<file path="config.mk">
export PLATFORM = sky130hd
export DESIGN_NAME = modular_exponentiation_unit_flat
export DESIGN_NICKNAME = d
export VERILOG_FILES = /design/src/rtl/mexp_pkg.sv /design/src/rtl/mexp_channels.sv /design/src/rtl/modular_exponentiation_unit.sv /design/src/flat_wrapper.sv
export SDC_FILE = /design/constraint.sdc
export NUM_CORES = 2
export LEC_CHECK = 0
export ABC_AREA = 1
export BUFFER_PORTS_ARGS = -buffer_cell sky130_fd_sc_hd__buf_2
export CORE_ASPECT_RATIO = 0.6
export CORE_MARGIN = 1
export CORE_UTILIZATION = 35
export CTS_CLUSTER_SIZE = 8
export DETAILED_ROUTE_END_ITERATION = 10
export GPL_TIMING_DRIVEN = 0
export SLEW_MARGIN = 10
export SYNTH_ARGS = -nofsm -noshare
export SYNTH_HDL_FRONTEND = slang
export SYNTH_SLANG_ARGS = --single-unit
</file>
<file path="constraint.sdc">
create_clock -name clock -period 18.7 [get_ports clock]
set_input_delay 1.87 -clock clock [delete_from_list [all_inputs] [get_ports clock]]
set_output_delay 1.87 -clock clock [all_outputs]
set_load 0.02 [all_outputs]
</file>
<file path="src/rtl/mexp_pkg.sv">
// ----------------------------------------------------------------------------
// mexp_pkg: shared definitions for the modular exponentiation unit
// Field widths, the modulus reset value and the sizing of the shared
// multiply and reduce datapath.
// ----------------------------------------------------------------------------
`default_nettype none

package mexp_pkg;

   // Width of the base, the exponent, the modulus and the result fields.
   localparam int VALUE_WIDTH = 31;

   // Number of exponent bits scanned, from the most significant bit down.
   localparam int EXPONENT_WIDTH = 31;
   localparam int BIT_COUNT_WIDTH = $clog2(EXPONENT_WIDTH + 1);

   // Reset value of the modulus register.
   localparam logic [VALUE_WIDTH-1:0] MODULUS_RESET = VALUE_WIDTH'(1000000007);

   // The double-width product is padded to a whole number of digits and
   // reduced one digit per cycle.
   localparam int DIGIT_BITS = 4;
   localparam int PRODUCT_WIDTH =
      ((2 * VALUE_WIDTH + DIGIT_BITS - 1) / DIGIT_BITS) * DIGIT_BITS;
   localparam int REDUCE_STEPS = PRODUCT_WIDTH / DIGIT_BITS;
   localparam int STEP_COUNT_WIDTH = $clog2(REDUCE_STEPS);

endpackage

`default_nettype wire

</file>
<file path="src/rtl/mexp_channels.sv">
// ----------------------------------------------------------------------------
// mexp_channels: valid/ready channels of the modular exponentiation unit
// The request channel carries a base and an exponent; the response channel
// carries the reduced power.
// ----------------------------------------------------------------------------
`default_nettype none

interface mexp_req_if;
   logic                             valid;
   logic                             ready;
   logic [mexp_pkg::VALUE_WIDTH-1:0] base_value;
   logic [mexp_pkg::VALUE_WIDTH-1:0] exponent;

   modport source (output valid, output base_value, output exponent, input ready);
   modport sink   (input valid, input base_value, input exponent, output ready);
endinterface

interface mexp_rsp_if;
   logic                             valid;
   logic                             ready;
   logic [mexp_pkg::VALUE_WIDTH-1:0] power_mod;

   modport source (output valid, output power_mod, input ready);
   modport sink   (input valid, input power_mod, output ready);
endinterface

`default_nettype wire

</file>
<file path="src/rtl/modular_exponentiation_unit.sv">
// ----------------------------------------------------------------------------
// modular_exponentiation_unit: base to the exponent modulo a set modulus
// Square-and-multiply over the exponent bits, most significant bit first,
// with one multiplier and one digit-serial reduction unit shared by all steps.
// ----------------------------------------------------------------------------
// Usage:
//    An item on req_if brings base_value and exponent. The unit answers with
//    one item on rsp_if holding base_value ** exponent mod modulus. The
//    modulus is written through csr_write_enable / csr_write_data; write it
//    only while the unit is idle, as the unit does not enforce this. Reset
//    loads 1000000007. A modulus of 0 or 1 yields 0. The unit takes one
//    item at a time: req_if.ready is high only when no item is in work. The
//    first step reduces the base; then each of the 31 exponent bits costs
//    one squaring and, when the bit is set, one multiply by the base. A
//    multiply passes the 31x31 multiplier, then the reduction unit, which
//    retires four product bits per cycle. With a modulus below 2 an item
//    goes straight to the finish state. The result sits in an output
//    register; a new item is accepted while it waits, and if the next
//    result finishes before rsp_if.ready, the unit holds it until the
//    output register frees. Reset drops any item in work or waiting.
// ----------------------------------------------------------------------------
`default_nettype none

module modular_exponentiation_unit (
   input  wire                             clock,
   input  wire                             reset,
   mexp_req_if.sink                        req_if,
   mexp_rsp_if.source                      rsp_if,
   input  wire                             csr_write_enable,
   input  wire [mexp_pkg::VALUE_WIDTH-1:0] csr_write_data
);

   typedef enum logic [1:0] {
      ST_IDLE,
      ST_MULTIPLY,
      ST_REDUCE,
      ST_FINISH
   } state_type;

   typedef enum logic [1:0] {
      OP_BASE,
      OP_SQUARE,
      OP_TIMES_BASE
   } op_type;

   state_type                                state_ff;
   op_type                                   op_ff;
   logic [mexp_pkg::VALUE_WIDTH-1:0]         modulus_ff;
   logic [mexp_pkg::VALUE_WIDTH-1:0]         work_mod_ff;
   logic [mexp_pkg::VALUE_WIDTH-1:0]         base_ff;
   logic [mexp_pkg::VALUE_WIDTH-1:0]         acc_ff;
   logic [mexp_pkg::VALUE_WIDTH-1:0]         rem_ff;
   logic [mexp_pkg::VALUE_WIDTH-1:0]         rem_in;
   logic [mexp_pkg::PRODUCT_WIDTH-1:0]       prod_ff;
   logic [2*mexp_pkg::VALUE_WIDTH-1:0]       mult_result;
   logic [mexp_pkg::VALUE_WIDTH-1:0]         mult_operand;
   logic [mexp_pkg::EXPONENT_WIDTH-1:0]      exp_ff;
   logic [mexp_pkg::BIT_COUNT_WIDTH-1:0]     bit_cnt_ff;
   logic [mexp_pkg::STEP_COUNT_WIDTH-1:0]    step_cnt_ff;
   logic                                     rsp_valid_ff;
   logic [mexp_pkg::VALUE_WIDTH-1:0]         rsp_power_mod_ff;
   logic                                     req_accept;
   logic                                     last_step;

   assign req_if.ready     = (state_ff == ST_IDLE);
   assign req_accept       = req_if.valid && req_if.ready;
   assign rsp_if.valid     = rsp_valid_ff;
   assign rsp_if.power_mod = rsp_power_mod_ff;
   assign last_step        = (step_cnt_ff ==
                              mexp_pkg::STEP_COUNT_WIDTH'(mexp_pkg::REDUCE_STEPS - 1));

   // Shared multiplier: squares the accumulator or multiplies it by the base.
   assign mult_operand = (op_ff == OP_SQUARE) ? acc_ff : base_ff;
   assign mult_result  = acc_ff * mult_operand;

   // Reduction unit: shifts the next product digit into the remainder, one
   // bit at a time, subtracting the modulus whenever the remainder reaches it.
   always_comb begin
      logic [mexp_pkg::VALUE_WIDTH:0] trial;
      logic [mexp_pkg::VALUE_WIDTH:0] rem_wide;
      rem_in = rem_ff;
      for (int i = 0; i < mexp_pkg::DIGIT_BITS; i++) begin
         trial    = {rem_in, prod_ff[mexp_pkg::PRODUCT_WIDTH-1-i]};
         rem_wide = (trial >= {1'b0, work_mod_ff}) ? (trial - {1'b0, work_mod_ff}) : trial;
         rem_in   = rem_wide[mexp_pkg::VALUE_WIDTH-1:0];
      end
   end

   always_ff @(posedge clock) begin
      if (reset) begin
         state_ff     <= ST_IDLE;
         op_ff        <= OP_BASE;
         modulus_ff   <= mexp_pkg::MODULUS_RESET;
         rsp_valid_ff <= 1'b0;
      end else begin
         if (csr_write_enable) begin
            modulus_ff <= csr_write_data;
         end
         if ((state_ff == ST_FINISH) && (!rsp_valid_ff || rsp_if.ready)) begin
            rsp_valid_ff <= 1'b1;
         end else if (rsp_valid_ff && rsp_if.ready) begin
            rsp_valid_ff <= 1'b0;
         end

         case (state_ff)
            ST_IDLE: begin
               if (req_accept) begin
                  work_mod_ff <= modulus_ff;
                  exp_ff      <= mexp_pkg::EXPONENT_WIDTH'(req_if.exponent);
                  prod_ff     <= mexp_pkg::PRODUCT_WIDTH'(req_if.base_value);
                  rem_ff      <= '0;
                  step_cnt_ff <= '0;
                  op_ff       <= OP_BASE;
                  if (modulus_ff < mexp_pkg::VALUE_WIDTH'(2)) begin
                     acc_ff   <= '0;
                     state_ff <= ST_FINISH;
                  end else begin
                     state_ff <= ST_REDUCE;
                  end
               end
            end

            ST_MULTIPLY: begin
               prod_ff     <= mexp_pkg::PRODUCT_WIDTH'(mult_result);
               rem_ff      <= '0;
               step_cnt_ff <= '0;
               state_ff    <= ST_REDUCE;
            end

            ST_REDUCE: begin
               rem_ff      <= rem_in;
               prod_ff     <= prod_ff << mexp_pkg::DIGIT_BITS;
               step_cnt_ff <= step_cnt_ff + 1'b1;
               if (last_step) begin
                  case (op_ff)
                     OP_BASE: begin
                        base_ff    <= rem_in;
                        acc_ff     <= mexp_pkg::VALUE_WIDTH'(1);
                        bit_cnt_ff <= mexp_pkg::BIT_COUNT_WIDTH'(mexp_pkg::EXPONENT_WIDTH - 1);
                        op_ff      <= OP_SQUARE;
                        state_ff   <= ST_MULTIPLY;
                     end
                     OP_SQUARE: begin
                        acc_ff <= rem_in;
                        if (exp_ff[mexp_pkg::EXPONENT_WIDTH-1]) begin
                           op_ff    <= OP_TIMES_BASE;
                           state_ff <= ST_MULTIPLY;
                        end else if (bit_cnt_ff == '0) begin
                           state_ff <= ST_FINISH;
                        end else begin
                           bit_cnt_ff <= bit_cnt_ff - 1'b1;
                           exp_ff     <= exp_ff << 1;
                           state_ff   <= ST_MULTIPLY;
                        end
                     end
                     OP_TIMES_BASE: begin
                        acc_ff <= rem_in;
                        op_ff  <= OP_SQUARE;
                        if (bit_cnt_ff == '0) begin
                           state_ff <= ST_FINISH;
                        end else begin
                           bit_cnt_ff <= bit_cnt_ff - 1'b1;
                           exp_ff     <= exp_ff << 1;
                           state_ff   <= ST_MULTIPLY;
                        end
                     end
                     default: begin
                        state_ff <= ST_IDLE;
                     end
                  endcase
               end
            end

            ST_FINISH: begin
               // The result waits here until the output register is free.
               if (!rsp_valid_ff || rsp_if.ready) begin
                  rsp_power_mod_ff <= acc_ff;
                  state_ff         <= ST_IDLE;
               end
            end

            default: begin
               state_ff <= ST_IDLE;
            end
         endcase
      end
   end

   // The partial remainder never reaches the modulus in use.
   assert property (@(posedge clock) disable iff (reset)
      (state_ff == ST_REDUCE) |-> (rem_ff < work_mod_ff))
      else $error("reduction remainder not below modulus");

   // The accumulator and the base are reduced before they enter the multiplier.
   assert property (@(posedge clock) disable iff (reset)
      (state_ff == ST_MULTIPLY) |-> (acc_ff < work_mod_ff && base_ff < work_mod_ff))
      else $error("multiplier operand not reduced");

   // A finished result is below the modulus, or zero for a degenerate modulus.
   assert property (@(posedge clock) disable iff (reset)
      (state_ff == ST_FINISH) |-> (acc_ff < work_mod_ff || acc_ff == '0))
      else $error("result out of range");

   // An accepted item keeps the unit busy in the next cycle.
   assert property (@(posedge clock) disable iff (reset)
      req_accept |=> !req_if.ready)
      else $error("request accepted while busy");

endmodule

`default_nettype wire
</file>
<file path="src/flat_wrapper.sv">
// flat-port wrapper written by rule: the top's interface ports become plain ports
module modular_exponentiation_unit_flat 
  (clock, reset, csr_write_enable, csr_write_data, req_if_valid, req_if_base_value, req_if_exponent, req_if_ready, rsp_if_valid, rsp_if_power_mod, rsp_if_ready);
  mexp_req_if req_if_i ();
  mexp_rsp_if rsp_if_i ();
  input  wire clock;
  input  wire reset;
  input  wire csr_write_enable;
  input  wire [mexp_pkg::VALUE_WIDTH-1:0] csr_write_data;
  input wire logic [$bits(req_if_i.valid)-1:0] req_if_valid;
  input wire logic [$bits(req_if_i.base_value)-1:0] req_if_base_value;
  input wire logic [$bits(req_if_i.exponent)-1:0] req_if_exponent;
  output wire logic [$bits(req_if_i.ready)-1:0] req_if_ready;
  output wire logic [$bits(rsp_if_i.valid)-1:0] rsp_if_valid;
  output wire logic [$bits(rsp_if_i.power_mod)-1:0] rsp_if_power_mod;
  input wire logic [$bits(rsp_if_i.ready)-1:0] rsp_if_ready;
  assign req_if_i.valid = req_if_valid;
  assign req_if_i.base_value = req_if_base_value;
  assign req_if_i.exponent = req_if_exponent;
  assign req_if_ready = req_if_i.ready;
  assign rsp_if_valid = rsp_if_i.valid;
  assign rsp_if_power_mod = rsp_if_i.power_mod;
  assign rsp_if_i.ready = rsp_if_ready;
  modular_exponentiation_unit u_core (.clock(clock), .reset(reset), .req_if(req_if_i), .rsp_if(rsp_if_i), .csr_write_enable(csr_write_enable), .csr_write_data(csr_write_data));
endmodule
</file>
==> results_dict.tcl <==
set metrics [dict create \
    synth_cells 6459 \
    clock-sinks 295 \
    postRouteAntennaNets 0 \
    synth_area_leader_cell "fa_1" \
    required_ns 18.92 \
    postCtsSetupRepairBufs 0 \
    failed_checks "max-capacitance violations" \
    ff2ff_setup_slack_ns 3.09 \
    cts_resized 0 \
    syn_avg_cell_area_um2 7.94 \
    yosysWarnings 0 \
    synth-seq-cells 295 \
    outcome "finished with violations" \
    yosysTopAreaCellShare_pct 32.8 \
    clkTransAtPathRegs_ns 0.06 \
    mostFrequentLayoutCell "nand2_1" \
    nNetsFinal 7981 \
    cp-end-kind "register" \
    place_hpwl_um 201000 \
    antenna_found_initial 30 \
    ctsRootBufferMaster "clkbuf_16" \
    use_met1_pct 51.0 \
    num_vias 46829 \
    min_period_ns 15.61 \
    regArea_um2 8500 \
    drt_first_pass_iters 10 \
    drt-vias-per-instance 5.44 \
    hold_buffers 0 \
    core_um2 145000 \
    grt_overflow 0 \
    seq_area_frac_synth_pct 16.6 \
    synth_ff_type "edfxtp_1" \
    setup_viol 0 \
    drcViolationCount 0 \
    multi_input_area_um2 36800 \
    area_delta_synth_final_pct 9.02 \
    use_met3_pct 16.7 \
    crit_path_top_delay_cell "nor2_1" \
    port_buffers 129 \
    synth_cell_types 54 \
    drt-wirelength-per-cell_um 26.9 \
    finalClockSkew_ns 0.0385 \
    busiest_layer "met1" \
    hold_viol 0 \
    arrival_ns 15.83 \
    met2_usage_pct 34.8 \
    drive_gt1_share_pct 4.63 \
    max_freq_mhz 64.1 \
    insertion_delay_ns 0.59 \
    initial_core_util_pct 35.4 \
    synth.area.top_cells "fa_1 (33%), edfxtp_1 (15%), nand2_1 (12%)" \
    hold_class "register to register" \
    die_h_um 298 \
    tns_ns 0 \
    gp_congestion 1.07 \
    synth_enable_flop_cells 259 \
    max_slew.worst_pin.slew_ns 1.49 \
    drtIter0Drc 6493 \
    cts_buffers 43 \
    rsz0062_at_grt "no" \
    relSlewSlack_pct 0.613 \
    period_share_pct 83.5 \
    fillers 15179 \
    drv_slew 0 \
    syn_nets 7787 \
    crit_path_start_kind "register" \
    grt_usage_pct 31.3 \
    clock_path_buffers 3 \
    routed_wl_um 232000 \
    synth_area_um2 51300 \
    ctsHtreeMaxLevel 2 \
    cp_max_fo 10 \
    die_w_um 496 \
    boundaryPins 131 \
    slowest_delay_ns 0.93 \
    synthArstFlopShare_pct 0 \
    max-cap-violations 1 \
    worst-setup-path-type "register to register" \
    dieArea_um2 148000 \
    final_cell_mix "nand2_1 (1,678), inv_1 (1,320), fa_1 (841), nor2_1 (526), ha_1 (389)" \
    grt_pass1_vias 44323 \
    crit_path_frequent_cell "nand2_1" \
    grt_pass1_wl_um 327000 \
    rows 108 \
    cts_tree "built" \
    grt_max_degree 32 \
]
cell families after synthesis:
logic type	Yosys count	synth area share, %
simple gates	2508	19.6
buf+inv	1593	11.8
fa+ha+maj	1230	42.3
compound gates	726	7.90
flops	295	16.6
xor+xnor	107	1.83
stage by stage:
| step | area, um2 | util [%] | hold WS, ns | std cells | setup slack [ns] |
|---|---|---|---|---|---|
| after CTS | 55800 | 38.5 | 0.443 | 8606 | 4.33 |
| after detailed placement | 54600 | 37.6 | 0.438 | 8533 | 4.42 |
| after global routing | 55900 | 38.5 | 0.453 | 8606 | 3.36 |
| after floorplan | 51300 | - | 0.409 | 6459 | 10.43 |
| after global placement | 54300 | 37.5 | 0.431 | 8513 | 4.30 |
| final | 55900 | 38.5 | 0.439 | 8615 | 3.09 |
worst paths after layout:
| kind | start | to | cells after the start |
|---|---|---|---|
| worst max register to register | u_core.work_mod_ff[13] | u_core.rem_ff[7] | 58 |
| worst min-delay path | u_core.acc_ff[28] | u_core.rsp_if.power_mod[28] | 0 |
| worst max-delay path | u_core.work_mod_ff[13] | u_core.rem_ff[7] | 58 |
| worst min register to register | u_core.acc_ff[28] | u_core.rsp_if.power_mod[28] | 0 |
final cells by class:
type                       count  share of cell area, %
antenna                        9                 0.0403
buffer                       246                   1.78
clock buffer                  69                   2.12
clock inverter                 4                  0.141
inverter                    1347                   9.05
multi-input combinational   4571                   65.8
sequential                   295                   15.2
tap                         1925                   4.31
timing repair buffer         149                   1.56
critical path, delay by kind of cell, from the launching register on:
family,cells,cell delay [ns]
AOI/OAI and AO/OA,13,5.42
buffers and inverters,11,2.88
adders and majority gates,4,1.73
DFF,1,0.38
and+or+nand+nor,30,4.72
cell usage after synthesis, types with 23 or more instances:
| cell type | n |
|---|---|
| a21boi_0 | 27 |
| a21o_1 | 26 |
| a21oi_1 | 310 |
| a31oi_1 | 36 |
| buf_1 | 46 |
| clkbuf_1 | 180 |
| dfxtp_1 | 36 |
| edfxtp_1 | 259 |
| fa_1 | 841 |
| ha_1 | 389 |
| inv_1 | 1320 |
| inv_2 | 23 |
| nand2_1 | 1678 |
| nand3_1 | 134 |
| nand4_1 | 50 |
| nor2_1 | 528 |
| nor3_1 | 35 |
| o21ai_0 | 237 |
| or2_2 | 24 |
| xnor2_1 | 46 |
| xor2_1 | 61 |
state kept, by name, indices dropped and copies added, names as in the netlist:
name,count
u_core.acc_ff,31
u_core.base_ff,31
u_core.bit_cnt_ff,5
u_core.exp_ff,31
u_core.modulus_ff,31
u_core.op_ff,2
u_core.prod_ff,64
u_core.rem_ff,31
u_core.rsp_if.power_mod,31
u_core.rsp_if.valid,1
u_core.state_ff,2
u_core.step_cnt_ff,4
u_core.work_mod_ff,31
per-layer routing:
metal,wire length [um],share of wire (%),vias up
met5,390,0.17,-
met4,2680,1.2,14
met3,42400,18,201
met2,75700,33,3125
met1,111000,48,23359
li1,-,-,20130
Power is left out: the tool's default activity adds up to more than one toggle a clock period on the data nets, which glitch-free logic cannot reach.
